`src/hdl/priority_inheritance_engine_unit_macros.svh`:
```
// Assertion helpers for the top-level file, which carries the checks.
`ifndef PRIORITY_INHERITANCE_ENGINE_UNIT_MACROS_SVH
`define PRIORITY_INHERITANCE_ENGINE_UNIT_MACROS_SVH
`ifndef SYNTHESIS
`define PIEU_ASSERT_IMPLY(lbl, clk, rst_n, pre, post) \
    lbl: assert property (@(posedge clk) disable iff (!rst_n) (pre) |-> (post)) \
        else $error("assertion failed");
`define PIEU_ASSERT_NEXT(lbl, clk, rst_n, pre, post) \
    lbl: assert property (@(posedge clk) disable iff (!rst_n) (pre) |=> (post)) \
        else $error("assertion failed");
`else
`define PIEU_ASSERT_IMPLY(lbl, clk, rst_n, pre, post)
`define PIEU_ASSERT_NEXT(lbl, clk, rst_n, pre, post)
`endif
`endif

```
`src/hdl/pieu_pkg.sv`:
```
`timescale 1ns / 1ps
package pieu_pkg;

    localparam int THREAD_COUNT = 64;
    localparam int LOCK_COUNT   = 64;
    localparam int CHAIN_DEPTH  = 8;
    localparam int TOP_PRIORITY = 63;

    localparam int PW  = 6;
    localparam int TIW = (THREAD_COUNT > 1) ? $clog2(THREAD_COUNT) : 1;
    localparam int LIW = (LOCK_COUNT > 1) ? $clog2(LOCK_COUNT) : 1;
    localparam int MAX_COUNT = (THREAD_COUNT > LOCK_COUNT) ? THREAD_COUNT : LOCK_COUNT;
    localparam int SCW = $clog2(MAX_COUNT + 1);
    localparam int DW  = $clog2(CHAIN_DEPTH + 1);

    typedef enum logic [2:0] {
        OP_INIT     = 3'd0,
        OP_SET_BASE = 3'd1,
        OP_BLOCK    = 3'd2,
        OP_UNBLOCK  = 3'd3,
        OP_ACQUIRE  = 3'd4,
        OP_RELEASE  = 3'd5
    } t_opcode;

    typedef struct packed {
        logic [2:0]    opcode;
        logic [5:0]    thread_id;
        logic [5:0]    lock_id;
        logic [PW-1:0] priority_value;
    } t_in_item;

    typedef struct packed {
        logic          status;
        logic [5:0]    settled_thread;
        logic [PW-1:0] effective_priority;
        logic [PW-1:0] base_level;
        logic          requeue;
    } t_out_item;

    typedef struct packed {
        logic [PW-1:0]  base;
        logic [PW-1:0]  eff;
        logic           waiting;
        logic [LIW-1:0] won;
    } t_thread_rec;

    typedef struct packed {
        logic           held;
        logic [TIW-1:0] holder;
        logic [PW-1:0]  prio;
    } t_lock_rec;

    typedef enum logic [4:0] {
        UOP_NONE,
        UOP_CAPTURE,
        UOP_T_INIT_WR,
        UOP_T_BASE,
        UOP_T_WAIT,
        UOP_T_UNWAIT_WR,
        UOP_LAT_T,
        UOP_LAT_L,
        UOP_L_ACQ,
        UOP_L_REL_WR,
        UOP_WT_FROM_L,
        UOP_WL_FROM_T,
        UOP_SCT_INIT,
        UOP_SCT_RUN,
        UOP_TFIN_WR,
        UOP_SCL_INIT,
        UOP_SCL_RUN,
        UOP_LFIN_WR,
        UOP_REQ,
        UOP_ERR,
        UOP_EMIT
    } t_uop;

    typedef struct packed {
        t_uop uop;
    } t_dp_cmd;

    typedef struct packed {
        logic [2:0] op;
        logic       t_ok;
        logic       l_ok;
        logic       p_ok;
        logic       th_waiting;
        logic       lk_held;
        logic       scan_done;
        logic       depth_done;
        logic       out_free;
    } t_dp_status;

endpackage

```
`src/hdl/pieu_ram.sv`:
```
`timescale 1ns / 1ps
module pieu_ram #(
    parameter int WIDTH = 8,
    parameter int DEPTH = 64
) (
    input  logic                                   i_clk,
    input  logic                                   i_we,
    input  logic [((DEPTH > 1) ? $clog2(DEPTH) : 1)-1:0] i_waddr,
    input  logic [WIDTH-1:0]                       i_wdata,
    input  logic [((DEPTH > 1) ? $clog2(DEPTH) : 1)-1:0] i_raddr,
    output logic [WIDTH-1:0]                       o_rdata
);

    logic [WIDTH-1:0] r_mem [DEPTH];
    logic [WIDTH-1:0] r_rdata;

    always_ff @(posedge i_clk) begin
        if (i_we) begin
            r_mem[i_waddr] <= i_wdata;
        end
        r_rdata <= r_mem[i_raddr];
    end

    assign o_rdata = r_rdata;

endmodule

```
`src/hdl/pieu_dp.sv`:
```
`timescale 1ns / 1ps
module pieu_dp (
    input  logic                 i_clk,
    input  logic                 i_rst_n,
    input  pieu_pkg::t_in_item   i_in_data,
    input  pieu_pkg::t_dp_cmd    i_cmd,
    output pieu_pkg::t_dp_status o_status,
    input  logic                 i_out_ready,
    output logic                 o_out_valid,
    output pieu_pkg::t_out_item  o_out_data
);

    localparam int TW = $bits(pieu_pkg::t_thread_rec);
    localparam int LW = $bits(pieu_pkg::t_lock_rec);

    logic [2:0]                   r_op;
    logic [5:0]                   r_tid;
    logic [5:0]                   r_lid;
    logic [pieu_pkg::PW-1:0]      r_pv;
    logic [pieu_pkg::TIW-1:0]     r_wt;
    logic [pieu_pkg::LIW-1:0]     r_wl;
    pieu_pkg::t_thread_rec        r_th;
    pieu_pkg::t_lock_rec          r_lk;
    logic [pieu_pkg::PW-1:0]      r_best;
    logic [pieu_pkg::SCW-1:0]     r_cnt;
    logic [pieu_pkg::SCW-1:0]     r_lim;
    logic                         r_pend;
    logic [pieu_pkg::DW-1:0]      r_depth;
    logic                         r_req;
    logic                         r_err;
    logic                         r_out_valid;
    pieu_pkg::t_out_item          r_out;
    logic [pieu_pkg::THREAD_COUNT-1:0] r_tvalid;
    logic [pieu_pkg::LOCK_COUNT-1:0]   r_lvalid;
    logic                         r_trd_ok;
    logic                         r_lrd_ok;

    logic                         w_t_we;
    pieu_pkg::t_thread_rec        w_t_wdata;
    logic [pieu_pkg::TIW-1:0]     w_t_raddr;
    logic [TW-1:0]                w_t_q;
    logic                         w_l_we;
    pieu_pkg::t_lock_rec          w_l_wdata;
    logic [pieu_pkg::LIW-1:0]     w_l_raddr;
    logic [LW-1:0]                w_l_q;
    pieu_pkg::t_thread_rec        w_trd;
    pieu_pkg::t_lock_rec          w_lrd;

    // Entries never written read as zero.
    assign w_trd = r_trd_ok ? pieu_pkg::t_thread_rec'(w_t_q) : '0;
    assign w_lrd = r_lrd_ok ? pieu_pkg::t_lock_rec'(w_l_q) : '0;

    assign w_t_raddr = (i_cmd.uop == pieu_pkg::UOP_SCL_RUN) ? r_cnt[pieu_pkg::TIW-1:0] : r_wt;
    assign w_l_raddr = (i_cmd.uop == pieu_pkg::UOP_SCT_RUN) ? r_cnt[pieu_pkg::LIW-1:0] : r_wl;

    always_comb begin
        w_t_we    = 1'b0;
        w_t_wdata = r_th;
        w_l_we    = 1'b0;
        w_l_wdata = r_lk;
        case (i_cmd.uop)
            pieu_pkg::UOP_T_INIT_WR: begin
                w_t_we            = 1'b1;
                w_t_wdata.base    = r_pv;
                w_t_wdata.eff     = r_pv;
                w_t_wdata.waiting = 1'b0;
                w_t_wdata.won     = '0;
            end
            pieu_pkg::UOP_T_UNWAIT_WR: begin
                w_t_we            = 1'b1;
                w_t_wdata.waiting = 1'b0;
                w_t_wdata.won     = '0;
            end
            pieu_pkg::UOP_TFIN_WR: begin
                w_t_we        = 1'b1;
                w_t_wdata.eff = r_best;
            end
            pieu_pkg::UOP_L_REL_WR: begin
                w_l_we           = 1'b1;
                w_l_wdata.held   = 1'b0;
                w_l_wdata.holder = '0;
            end
            pieu_pkg::UOP_LFIN_WR: begin
                w_l_we         = 1'b1;
                w_l_wdata.prio = r_best;
            end
            default: begin
            end
        endcase
    end

    pieu_ram #(
        .WIDTH (TW),
        .DEPTH (pieu_pkg::THREAD_COUNT)
    ) u_thread_ram (
        .i_clk   (i_clk),
        .i_we    (w_t_we),
        .i_waddr (r_wt),
        .i_wdata (w_t_wdata),
        .i_raddr (w_t_raddr),
        .o_rdata (w_t_q)
    );

    pieu_ram #(
        .WIDTH (LW),
        .DEPTH (pieu_pkg::LOCK_COUNT)
    ) u_lock_ram (
        .i_clk   (i_clk),
        .i_we    (w_l_we),
        .i_waddr (r_wl),
        .i_wdata (w_l_wdata),
        .i_raddr (w_l_raddr),
        .o_rdata (w_l_q)
    );

    always_ff @(posedge i_clk) begin
        if (!i_rst_n) begin
            r_tvalid    <= '0;
            r_lvalid    <= '0;
            r_out_valid <= 1'b0;
            r_pend      <= 1'b0;
        end else begin
            if (w_t_we) begin
                r_tvalid[r_wt] <= 1'b1;
            end
            if (w_l_we) begin
                r_lvalid[r_wl] <= 1'b1;
            end
            if (i_cmd.uop == pieu_pkg::UOP_EMIT) begin
                r_out_valid <= 1'b1;
            end else if (i_out_ready) begin
                r_out_valid <= 1'b0;
            end
            if (i_cmd.uop == pieu_pkg::UOP_SCT_INIT || i_cmd.uop == pieu_pkg::UOP_SCL_INIT) begin
                r_pend <= 1'b0;
            end else if (i_cmd.uop == pieu_pkg::UOP_SCT_RUN ||
                         i_cmd.uop == pieu_pkg::UOP_SCL_RUN) begin
                r_pend <= (r_cnt != r_lim);
            end
        end
    end

    always_ff @(posedge i_clk) begin
        r_trd_ok <= r_tvalid[w_t_raddr];
        r_lrd_ok <= r_lvalid[w_l_raddr];
        case (i_cmd.uop)
            pieu_pkg::UOP_CAPTURE: begin
                r_op    <= i_in_data.opcode;
                r_tid   <= i_in_data.thread_id;
                r_lid   <= i_in_data.lock_id;
                r_pv    <= i_in_data.priority_value;
                r_wt    <= pieu_pkg::TIW'(i_in_data.thread_id);
                r_wl    <= pieu_pkg::LIW'(i_in_data.lock_id);
                r_req   <= 1'b0;
                r_err   <= 1'b0;
                r_depth <= '0;
            end
            pieu_pkg::UOP_T_INIT_WR, pieu_pkg::UOP_T_UNWAIT_WR, pieu_pkg::UOP_TFIN_WR: begin
                r_th <= w_t_wdata;
            end
            pieu_pkg::UOP_T_BASE: r_th.base <= r_pv;
            pieu_pkg::UOP_T_WAIT: begin
                r_th.waiting <= 1'b1;
                r_th.won     <= r_wl;
            end
            pieu_pkg::UOP_LAT_T: r_th <= w_trd;
            pieu_pkg::UOP_LAT_L: r_lk <= w_lrd;
            pieu_pkg::UOP_L_ACQ: begin
                r_lk.held   <= 1'b1;
                r_lk.holder <= r_wt;
            end
            pieu_pkg::UOP_L_REL_WR, pieu_pkg::UOP_LFIN_WR: r_lk <= w_l_wdata;
            pieu_pkg::UOP_WT_FROM_L: r_wt <= r_lk.holder;
            pieu_pkg::UOP_WL_FROM_T: begin
                r_wl    <= r_th.won;
                r_depth <= r_depth + pieu_pkg::DW'(1);
            end
            pieu_pkg::UOP_SCT_INIT: begin
                r_cnt  <= '0;
                r_lim  <= pieu_pkg::SCW'(pieu_pkg::LOCK_COUNT);
                r_best <= r_th.base;
            end
            pieu_pkg::UOP_SCL_INIT: begin
                r_cnt  <= '0;
                r_lim  <= pieu_pkg::SCW'(pieu_pkg::THREAD_COUNT);
                r_best <= '0;
            end
            pieu_pkg::UOP_SCT_RUN: begin
                if (r_pend && w_lrd.held && w_lrd.holder == r_wt && w_lrd.prio > r_best) begin
                    r_best <= w_lrd.prio;
                end
                if (r_cnt != r_lim) begin
                    r_cnt <= r_cnt + pieu_pkg::SCW'(1);
                end
            end
            pieu_pkg::UOP_SCL_RUN: begin
                if (r_pend && w_trd.waiting && w_trd.won == r_wl && w_trd.eff > r_best) begin
                    r_best <= w_trd.eff;
                end
                if (r_cnt != r_lim) begin
                    r_cnt <= r_cnt + pieu_pkg::SCW'(1);
                end
            end
            pieu_pkg::UOP_REQ: r_req <= 1'b1;
            pieu_pkg::UOP_ERR: r_err <= 1'b1;
            pieu_pkg::UOP_EMIT: begin
                if (r_err) begin
                    r_out.status             <= 1'b1;
                    r_out.settled_thread     <= '0;
                    r_out.effective_priority <= '0;
                    r_out.base_level         <= '0;
                    r_out.requeue            <= 1'b0;
                end else begin
                    r_out.status             <= 1'b0;
                    r_out.settled_thread     <= 6'(r_wt);
                    r_out.effective_priority <= r_th.eff;
                    r_out.base_level         <= r_th.base;
                    r_out.requeue            <= r_req;
                end
            end
            default: begin
            end
        endcase
    end

    always_comb begin
        o_status.op         = r_op;
        o_status.t_ok       = int'(r_tid) < pieu_pkg::THREAD_COUNT;
        o_status.l_ok       = int'(r_lid) < pieu_pkg::LOCK_COUNT;
        o_status.p_ok       = int'(r_pv) <= pieu_pkg::TOP_PRIORITY;
        o_status.th_waiting = r_th.waiting;
        o_status.lk_held    = r_lk.held;
        o_status.scan_done  = (r_cnt == r_lim) && !r_pend;
        o_status.depth_done = int'(r_depth) == pieu_pkg::CHAIN_DEPTH;
        o_status.out_free   = !r_out_valid || i_out_ready;
    end

    assign o_out_valid = r_out_valid;
    assign o_out_data  = r_out;

endmodule

```
`src/hdl/pieu_ctrl.sv`:
```
`timescale 1ns / 1ps
module pieu_ctrl (
    input  logic                 i_clk,
    input  logic                 i_rst_n,
    input  logic                 i_in_valid,
    output logic                 o_in_ready,
    input  pieu_pkg::t_dp_status i_status,
    output pieu_pkg::t_dp_cmd    o_cmd
);

    typedef enum logic [26:0] {
        S_IDLE  = 27'd1,
        S_CHECK = 27'd2,
        S_RDT   = 27'd4,
        S_LATT  = 27'd8,
        S_RDL   = 27'd16,
        S_LATL  = 27'd32,
        S_SCT0  = 27'd64,
        S_SCT   = 27'd128,
        S_TFIN  = 27'd256,
        S_SCL0  = 27'd512,
        S_SCL   = 27'd1024,
        S_LFIN  = 27'd2048,
        S_SB1   = 27'd4096,
        S_BK1   = 27'd8192,
        S_BK2   = 27'd16384,
        S_BK3   = 27'd32768,
        S_BK4   = 27'd65536,
        S_BK5   = 27'd131072,
        S_BK6   = 27'd262144,
        S_UB1   = 27'd524288,
        S_UB2   = 27'd1048576,
        S_AQ1   = 27'd2097152,
        S_AQ2   = 27'd4194304,
        S_AQ3   = 27'd8388608,
        S_RL1   = 27'd16777216,
        S_RL2   = 27'd33554432,
        S_EMIT  = 27'd67108864
    } t_state;

    t_state         r_state;
    t_state         n_state;
    t_state         r_ret;
    t_state         n_ret;
    pieu_pkg::t_uop w_uop;

    always_comb begin
        n_state = r_state;
        n_ret   = r_ret;
        w_uop   = pieu_pkg::UOP_NONE;
        unique case (r_state)
            S_IDLE: begin
                if (i_in_valid) begin
                    w_uop   = pieu_pkg::UOP_CAPTURE;
                    n_state = S_CHECK;
                end
            end
            S_CHECK: begin
                w_uop   = pieu_pkg::UOP_ERR;
                n_state = S_EMIT;
                unique case (i_status.op)
                    pieu_pkg::OP_INIT: begin
                        if (i_status.t_ok && i_status.p_ok) begin
                            w_uop = pieu_pkg::UOP_T_INIT_WR;
                        end
                    end
                    pieu_pkg::OP_SET_BASE: begin
                        if (i_status.t_ok && i_status.p_ok) begin
                            w_uop   = pieu_pkg::UOP_NONE;
                            n_state = S_RDT;
                            n_ret   = S_SB1;
                        end
                    end
                    pieu_pkg::OP_BLOCK: begin
                        if (i_status.t_ok && i_status.l_ok) begin
                            w_uop   = pieu_pkg::UOP_NONE;
                            n_state = S_RDT;
                            n_ret   = S_BK1;
                        end
                    end
                    pieu_pkg::OP_UNBLOCK: begin
                        if (i_status.t_ok) begin
                            w_uop   = pieu_pkg::UOP_NONE;
                            n_state = S_RDT;
                            n_ret   = S_UB1;
                        end
                    end
                    pieu_pkg::OP_ACQUIRE: begin
                        if (i_status.t_ok && i_status.l_ok) begin
                            w_uop   = pieu_pkg::UOP_NONE;
                            n_state = S_RDL;
                            n_ret   = S_AQ1;
                        end
                    end
                    pieu_pkg::OP_RELEASE: begin
                        if (i_status.l_ok) begin
                            w_uop   = pieu_pkg::UOP_NONE;
                            n_state = S_RDL;
                            n_ret   = S_RL1;
                        end
                    end
                    default: begin
                    end
                endcase
            end
            S_RDT: n_state = S_LATT;
            S_LATT: begin
                w_uop   = pieu_pkg::UOP_LAT_T;
                n_state = r_ret;
            end
            S_RDL: n_state = S_LATL;
            S_LATL: begin
                w_uop   = pieu_pkg::UOP_LAT_L;
                n_state = r_ret;
            end
            S_SCT0: begin
                w_uop   = pieu_pkg::UOP_SCT_INIT;
                n_state = S_SCT;
            end
            S_SCT: begin
                w_uop = pieu_pkg::UOP_SCT_RUN;
                if (i_status.scan_done) begin
                    n_state = S_TFIN;
                end
            end
            S_TFIN: begin
                w_uop   = pieu_pkg::UOP_TFIN_WR;
                n_state = r_ret;
            end
            S_SCL0: begin
                w_uop   = pieu_pkg::UOP_SCL_INIT;
                n_state = S_SCL;
            end
            S_SCL: begin
                w_uop = pieu_pkg::UOP_SCL_RUN;
                if (i_status.scan_done) begin
                    n_state = S_LFIN;
                end
            end
            S_LFIN: begin
                w_uop   = pieu_pkg::UOP_LFIN_WR;
                n_state = r_ret;
            end
            S_SB1: begin
                if (i_status.th_waiting) begin
                    w_uop   = pieu_pkg::UOP_ERR;
                    n_state = S_EMIT;
                end else begin
                    w_uop   = pieu_pkg::UOP_T_BASE;
                    n_state = S_SCT0;
                    n_ret   = S_EMIT;
                end
            end
            S_BK1: begin
                if (i_status.th_waiting) begin
                    w_uop   = pieu_pkg::UOP_ERR;
                    n_state = S_EMIT;
                end else begin
                    w_uop   = pieu_pkg::UOP_T_WAIT;
                    n_state = S_SCT0;
                    n_ret   = S_BK2;
                end
            end
            S_BK2: begin
                n_state = S_RDL;
                n_ret   = S_BK3;
            end
            S_BK3: begin
                // Head of one hop along the holder chain; the current lock is loaded.
                if (!i_status.lk_held) begin
                    n_state = S_SCL0;
                    n_ret   = S_EMIT;
                end else if (i_status.depth_done) begin
                    n_state = S_EMIT;
                end else begin
                    n_state = S_SCL0;
                    n_ret   = S_BK4;
                end
            end
            S_BK4: begin
                w_uop   = pieu_pkg::UOP_WT_FROM_L;
                n_state = S_RDT;
                n_ret   = S_BK5;
            end
            S_BK5: begin
                n_state = S_SCT0;
                if (!i_status.th_waiting) begin
                    w_uop = pieu_pkg::UOP_REQ;
                    n_ret = S_EMIT;
                end else begin
                    n_ret = S_BK6;
                end
            end
            S_BK6: begin
                w_uop   = pieu_pkg::UOP_WL_FROM_T;
                n_state = S_RDL;
                n_ret   = S_BK3;
            end
            S_UB1: begin
                if (!i_status.th_waiting) begin
                    w_uop   = pieu_pkg::UOP_ERR;
                    n_state = S_EMIT;
                end else begin
                    w_uop   = pieu_pkg::UOP_WL_FROM_T;
                    n_state = S_RDL;
                    n_ret   = S_UB2;
                end
            end
            S_UB2: begin
                if (i_status.lk_held) begin
                    w_uop   = pieu_pkg::UOP_ERR;
                    n_state = S_EMIT;
                end else begin
                    w_uop   = pieu_pkg::UOP_T_UNWAIT_WR;
                    n_state = S_SCL0;
                    n_ret   = S_EMIT;
                end
            end
            S_AQ1: begin
                if (i_status.lk_held) begin
                    w_uop   = pieu_pkg::UOP_ERR;
                    n_state = S_EMIT;
                end else begin
                    w_uop   = pieu_pkg::UOP_L_ACQ;
                    n_state = S_SCL0;
                    n_ret   = S_AQ2;
                end
            end
            S_AQ2: begin
                n_state = S_RDT;
                n_ret   = S_AQ3;
            end
            S_AQ3: begin
                n_state = S_SCT0;
                n_ret   = S_EMIT;
            end
            S_RL1: begin
                if (!i_status.lk_held) begin
                    w_uop   = pieu_pkg::UOP_ERR;
                    n_state = S_EMIT;
                end else begin
                    w_uop   = pieu_pkg::UOP_WT_FROM_L;
                    n_state = S_RDT;
                    n_ret   = S_RL2;
                end
            end
            S_RL2: begin
                if (i_status.th_waiting) begin
                    w_uop   = pieu_pkg::UOP_ERR;
                    n_state = S_EMIT;
                end else begin
                    w_uop   = pieu_pkg::UOP_L_REL_WR;
                    n_state = S_SCT0;
                    n_ret   = S_EMIT;
                end
            end
            S_EMIT: begin
                if (i_status.out_free) begin
                    w_uop   = pieu_pkg::UOP_EMIT;
                    n_state = S_IDLE;
                end
            end
            default: n_state = S_IDLE;
        endcase
    end

    always_ff @(posedge i_clk) begin
        if (!i_rst_n) begin
            r_state <= S_IDLE;
            r_ret   <= S_IDLE;
        end else begin
            r_state <= n_state;
            r_ret   <= n_ret;
        end
    end

    assign o_in_ready = (r_state == S_IDLE);
    assign o_cmd.uop  = w_uop;

endmodule

```
`src/hdl/priority_inheritance_engine_unit.sv`:
```
`timescale 1ns / 1ps
// One operation at a time; a new beat is taken only while the sequencer is idle.
// Every refresh scan walks one table (64 entries, one read a cycle), and a block
// follows the holder chain for up to eight hops. Results leave via an output register.
// Synchronous active-low reset clears the controller, the per-entry valid bits and the output valid flag.
`include "priority_inheritance_engine_unit_macros.svh"
module priority_inheritance_engine_unit (
    input  logic                i_clk,
    input  logic                i_rst_n,
    input  logic                i_in_valid,
    output logic                o_in_ready,
    input  pieu_pkg::t_in_item  i_in_data,
    output logic                o_out_valid,
    input  logic                i_out_ready,
    output pieu_pkg::t_out_item o_out_data
);

    pieu_pkg::t_dp_cmd    w_cmd;
    pieu_pkg::t_dp_status w_status;

    pieu_ctrl u_ctrl (
        .i_clk      (i_clk),
        .i_rst_n    (i_rst_n),
        .i_in_valid (i_in_valid),
        .o_in_ready (o_in_ready),
        .i_status   (w_status),
        .o_cmd      (w_cmd)
    );

    pieu_dp u_dp (
        .i_clk       (i_clk),
        .i_rst_n     (i_rst_n),
        .i_in_data   (i_in_data),
        .i_cmd       (w_cmd),
        .o_status    (w_status),
        .i_out_ready (i_out_ready),
        .o_out_valid (o_out_valid),
        .o_out_data  (o_out_data)
    );

    `PIEU_ASSERT_NEXT(a_busy_after_accept, i_clk, i_rst_n, i_in_valid && o_in_ready, !o_in_ready)
    `PIEU_ASSERT_IMPLY(a_emit_needs_slot, i_clk, i_rst_n, w_cmd.uop == pieu_pkg::UOP_EMIT, w_status.out_free)
    `PIEU_ASSERT_IMPLY(a_scan_while_busy, i_clk, i_rst_n, w_cmd.uop == pieu_pkg::UOP_SCT_RUN || w_cmd.uop == pieu_pkg::UOP_SCL_RUN, !o_in_ready)
    `PIEU_ASSERT_IMPLY(a_error_fields_clear, i_clk, i_rst_n, o_out_valid && o_out_data.status, o_out_data.settled_thread == 6'd0 && o_out_data.requeue == 1'b0)

endmodule
```
`config.mk`:
```
export PLATFORM = sky130hd
export DESIGN_NAME = priority_inheritance_engine_unit
export DESIGN_NICKNAME = d
export VERILOG_FILES = /design/src/hdl/pieu_pkg.sv /design/src/hdl/pieu_ram.sv /design/src/hdl/pieu_dp.sv /design/src/hdl/pieu_ctrl.sv /design/src/hdl/priority_inheritance_engine_unit.sv
export VERILOG_INCLUDE_DIRS = /design/src /design/src/hdl
export SDC_FILE = /design/constraint.sdc
export NUM_CORES = 2
export LEC_CHECK = 0
export BUFFER_PORTS_ARGS = -buffer_cell sky130_fd_sc_hd__buf_2
export CAP_MARGIN = 20
export CORE_AREA = 2 2 530 401
export CTS_CLUSTER_SIZE = 40
export DETAILED_ROUTE_END_ITERATION = 10
export DIE_AREA = 0 0 532 403
export GPL_TIMING_DRIVEN = 0
export HOLD_SLACK_MARGIN = 0.1
export PLACE_DENSITY = 0.68
export SETUP_SLACK_MARGIN = 0.4
export SLEW_MARGIN = 25
export SYNTH_ARGS = -nofsm -noshare
export SYNTH_HDL_FRONTEND = slang
export SYNTH_SLANG_ARGS = --single-unit
```
`constraint.sdc`:
```
create_clock -name i_clk -period 9.5 [get_ports i_clk]
set_input_delay 0.95 -clock i_clk [delete_from_list [all_inputs] [get_ports i_clk]]
set_output_delay 0.95 -clock i_clk [all_outputs]
set_load 0.05 [all_outputs]
```
* After elaboration in Yosys (flattened, before gate mapping) *
Memories as Yosys holds them, arrays and structs flattened. A register that Yosys moved wholly into a read port is not among the register bits.
Cells that the tools add are included.

word-level totals
  bits in registers = 278
  memory bits (writable) = 2048
  logic and storage cells = 240
  memories = 2

operators by class
  $add $sub $neg = 2
  magnitude comparators = 8
  equal/unequal tests = 72
  mux-type cells = 76
  bitwise gates (word level) = 3
  reduce and logical (&&, ||, !) cells = 48

memory list
  name                     words  bits a word  read ports  clocked after memory_dff  write ports  RTL line        source
  u_dp.u_thread_ram.r_mem  64     19           1           1                         1            pieu_ram.sv:14  logic [WIDTH-1:0] r_mem [DEPTH];
  u_dp.u_lock_ram.r_mem    64     13           1           1                         1            pieu_ram.sv:14

operators by type and width
  cell                    number
  $mux W27                19
  $pmux W27 S18           1
  $pmux W27 S13           1
  $pmux W27 S5            1
  $or A64 B64 Y64         2
  $pmux W5 S21            1
  $pmux W6 S2             5
  $pmux W27 S2            1
  $mux W5                 9
  $pmux W7 S3             2
  $eq A5 B4 Y1 const B    8
  $mux W6                 6
  $lt A6 B7 Y1 const B    4
  $eq A27 B1 Y1 const B   1
  $eq A27 B10 Y1 const B  1
  $eq A27 B11 Y1 const B  1
  $eq A27 B12 Y1 const B  1
  $eq A27 B13 Y1 const B  1
  $eq A27 B14 Y1 const B  1
  $eq A27 B15 Y1 const B  1
  $eq A27 B16 Y1 const B  1
  $eq A27 B17 Y1 const B  1
  $eq A27 B18 Y1 const B  1
  $eq A27 B19 Y1 const B  1
  65 further kinds        138

* Depth between registers and ports, before layout *
  word-level depth = 9
  mapped depth = 16
  mapped depth without buffers = 10

* By module *
Synthesis repeated with hierarchy kept, for this count alone.

unflattened totals
  cells, all modules = 5147
  area, all modules = 93485.9 um^2

by module, submodules not included
  module                        instances  cells each  area an instance (um^2)  seq. area each (um^2)
  pieu_ram (u_dp.u_thread_ram)  1          2113        47113.9                  36895.4
  pieu_ram (u_dp.u_lock_ram)    1          1432        32433.6                  25244.2
  pieu_dp                       1          1264        11248.3                  5405.2
  pieu_ctrl                     1          338         2690.1                   860.8

* Worst setup path before layout *
Ideal clock, no wire load.

  path type = register -> register
  start point = register u_ctrl.r_state[2]
  end point = register u_dp.r_th, in the netlist u_dp.o_status[4], enable pin
  arrival = 4918 ps
  data required time = 9208 ps
  path slack = 4290 ps
  cell stages (with the launch flop) = 14
  clock period less this slack = 5210 ps
  cells stage by stage = dfxtp_1 > clkbuf_1 > nor4_4 > nand2_1 > clkbuf_1 > nor4_1 > a2111oi_0 > nand4_1 > and4b_1 > clkbuf_1 > and2_1 > buf_2 > nand2b_1 > nand2b_1

between the ends
  word-level cells in the longest chain between the ends = 5
  elaborated cells on any way between the ends = 29
  those cells by class = eq/ne (26); mux (1); reduce/logical (2)

ends and longest elaborated chain
  what                                          RTL line          source
  start: declaration                            pieu_ctrl.sv:41   t_state r_state;
  start signal: assignment                      pieu_ctrl.sv:272  r_state <= n_state;
  $eq A27 B27 Y1, or another cell as far along  pieu_ctrl.sv:51   unique case (r_state)
  $pmux W5 S21 (*)                              pieu_ctrl.sv:51
  $eq A5 B2 Y1, or another cell as far along    pieu_dp.sv:146    case (i_cmd.uop)
  $reduce_or A3 Y1 (no line)                    n/a
  $reduce_bool A3 Y1 (no line) (*)              n/a
  end signal: assignment                        pieu_dp.sv:159    r_th <= w_t_wdata;
  end signal: assignment                        pieu_dp.sv:166    pieu_pkg::UOP_LAT_T: r_th <= w_trd;
  end: declaration                              pieu_dp.sv:22     pieu_pkg::t_thread_rec r_th;

Every way passes the cells marked *; elsewhere a longest branch is shown, timed or not.
A chain may end at the register's enable or synchronous reset.

* Worst setup path after layout *
  start point = register u_ctrl.r_state[20]
  end point = register u_dp.u_lock_ram.r_rdata[7], in the netlist u_dp.u_lock_ram.o_rdata[7] (read register of u_dp.u_lock_ram.r_mem)

between the ends
  word-level cells in the longest chain between the ends = 4
  elaborated cells on any way between the ends = 24
  those cells by class = eq/ne (22); mux (2)

ends and longest elaborated chain
  what                                          RTL line         source
  $eq A27 B27 Y1, or another cell as far along  pieu_ctrl.sv:51
  $pmux W5 S21 (*)                              pieu_ctrl.sv:51
  $eq A5 B4 Y1 (*)                              pieu_dp.sv:54    assign w_l_raddr = (i_cmd.uop == pieu_pkg::UOP_SCT_RUN) ? r_cnt[pieu_pkg::LIW-1:0] : r_wl;
  $mux W6 (*)                                   pieu_dp.sv:54
  end: declaration                              pieu_ram.sv:15   logic [WIDTH-1:0] r_rdata;

Marked as above.

==> results.toml <==
[outcome]
outcome = "finished, final reports clean"

[synthesis]
synth_warnings = 0
synth.most_common_cell = "edfxtp_1"
ys_ff_latch = 2347
netlist_instances = 6662
synth_top_area_cell = "edfxtp_1"
synth_top_area_share_pct = 68.62
synth_fp_nets = 6703
async_flop_share_pct = 0
synth_flop_cell = "edfxtp_1"
synth_edf_count = 2140
synthTopCellsByCount = "2,140 x edfxtp_1, 1,115 x nand2_1, 414 x mux2i_1"
synth.distinct_cells = 81
synth.area.top_cells = "edfxtp_1 69%, nand2_1 4.5%, dfxtp_1 4.4%"
syn_avg_cell_area_sq_um = 14.06
netlist_area_sq_um = 93650
ys_seq_area_share_pct = 73.05

[worst_hold_path]
worstHoldStart = "i_in_data[2]"
hold_depth = 1
min-delay-path-class = "input pin to flop"

[global_routing]
grt_pass1_wl_um = 400300
antenna_found_initial = 12
grt_pass1_vias = 57120
gr-usage-all-layers_pct = 25.51
grt_max_degree = 65
grt_overflow = 0

[die]
start_util_pct = 44.69
num_rows = 146
io_pins = 47
die_height_um = 403
core_sq_um = 209500
die_w_um = 532
die_area_sq_um = 214400

[drt]
drtIter0Drc = 9159
drc = 0
viasPerCell = 6.095
wl_met2_um = 121700
met3WireLength_um = 33480
vias = 60960
first_pass_iters = 9
wl_per_cell_um = 28.13
ant_nets = 0
met1_length_um = 115200
wl_um = 281300
highest-signal-layer = "met5"

[sta]
setup-tns-final_ps = 0
grt_setup_unrepaired = "false"
fin_crit_ps = 6301
min_period_over_period_pct = 66.32
max_freq_ghz = 0.1587
setup_slack_ps = 3199
tightest_slew_ps = 1177
setup_viol = 0
finalMaxSlewViolations = 0
maxSlewHeadroom_pct = 19.29
fin_skew_ps = 48.88
final-hold-violation-count = 0

[setup_path]
slowest_stage = "nor4_2"
worst-path-buf-inv = 3
critical_path_class = "flop to flop"
start_kind = "flop"
path_depth = 12
crit_chain = "nor4_2 -> and4_1 -> buf_2 -> nand4_1 -> nand2_1 -> clkbuf_1 -> clkbuf_1 -> nand2_1 -> a311oi_1 -> a32oi_1 -> o221ai_1 -> or3_1"
end_kind = "flop"
worstPathArrival_ps = 7050
reg2reg_from = "u_ctrl.r_state[20]"
worstSetupStartpoint = "u_ctrl.r_state[20]"
cp_max_fo = 10
slowest_delay_ps = 940
critPathRequiredTime_ps = 10250
worstRegToRegCells = 12
cp_top_family = "simple AND/OR/NAND/NOR gates"

[finish]
fin_util_pct = 50.92
regArea_sq_um = 68410
area_delta_synth_final_pct = 13.94
drive_gt1_share_pct = 12.04
multi_input_area_sq_um = 24060
fin_nets = 7056
fill_cells = 17350

[clock_tree]
clock-sinks = 2347
cts_setup_buffers = 0
cts_resized = 0
cts_buffers = 214
hold_buffers = 0
cts-root-buf = "clkbuf_16"
clkTransAtPathRegs_ps = 60
cts_tree = "done"
clk_latency_ps = 880
clockBufferDepth = 4
htreeDepth = 4

[power]
vdd_ir_drop_max_uv = 147.8
p_per_area_nw_per_um2 = 199.6
leakage_nw = 36.13

[flow_run]
cap_violations = 0

[placed_design]
hpwl_um = 192500
pre_cts_slack_ps = 3485
gp_congestion = 0.9633
io_buffers = 45
==> metrics by stage <==
stage	cell area (sq um)	cells	power (mW)	hold slack, ps
floorplan	93650	6662	12.25	422.6
global placement	97390	9519	12.85	437.8
detailed placement	99830	9611	12.89	443.5
CTS	106600	9999	21.26	242.2
global route	106700	9999	21.76	259.7
finish	106700	10000	21.30	275.1
==> worst paths after layout <==
path                            slack, ps                         end
worst max-delay path                 3200  u_dp.u_lock_ram.o_rdata[7]
worst min-delay path                  280                u_dp.r_pv[2]
worst max register to register       3200  u_dp.u_lock_ram.o_rdata[7]
worst min register to register        440          u_ctrl.r_state[20]
==> cell usage in the layout (no fill, tap or decap), drive strengths merged, types with 104 or more instances in the layout <==
cell type / n
a211oi: 104
a21oi: 133
a31oi: 148
and3: 157
buf: 312
clkbuf: 528
dfxtp: 207
edfxtp: 2140
mux2i: 415
nand2: 1116
nand3: 315
nor2: 289
o21a: 133
o21ai: 129
o22ai: 190
==> flip-flops by register name (all words and copies together) (netlist names), 16 cells and up <==
name                       count
u_ctrl.r_ret                  16
u_dp.o_out_data               20
u_dp.u_lock_ram.r_mem        832
u_dp.r_th                     18
u_dp.r_tvalid                 64
u_dp.u_thread_ram.o_rdata     19
u_dp.u_thread_ram.r_mem     1216
u_ctrl.r_state                27
u_dp.r_lvalid                 64
==> area by class of cell <==
cell class / count / share of cell area (%)
Sequential cell: 2347 / 64.11
Multi-Input combinational cell: 3873 / 22.55
Clock buffer: 288 / 5.518
Tap cell: 2812 / 3.297
Timing Repair Buffer: 137 / 1.780
Buffer: 415 / 1.757
Clock inverter: 100 / 0.8759
Inverter: 27 / 0.1091
Antenna cell: 2 / 0.004690
==> power by group <==
part / internal [mW] / total (mW) / leakage [nW] / switching (mW)
clock: 4.76 / 8.58 / 3.34 / 3.82
sequential: 11.2 / 11.2 / 20.9 / 0.0475
combinational: 0.417 / 1.51 / 11.9 / 1.09
total: 16.3 / 21.3 / 36.1 / 4.95
==> cell families after synthesis <==
family	count (synthesis)	share of synthesized area (%)
fa+ha+maj	16	0.2138
simple gates	2257	11.17
mux	479	5.219
compound gates	1100	8.045
xor+xnor	21	0.1964
buf+inv	442	2.108
flops	2347	73.05
==> routing by layer <==
metal,global-route usage (%),vias to the layer above
met2,37.45,3860
met5,0,-
met4,9.194,8
met3,5.457,569
li1,-,26140
met1,37.41,30380
Note: power is estimated with default switching activity, not from simulation.
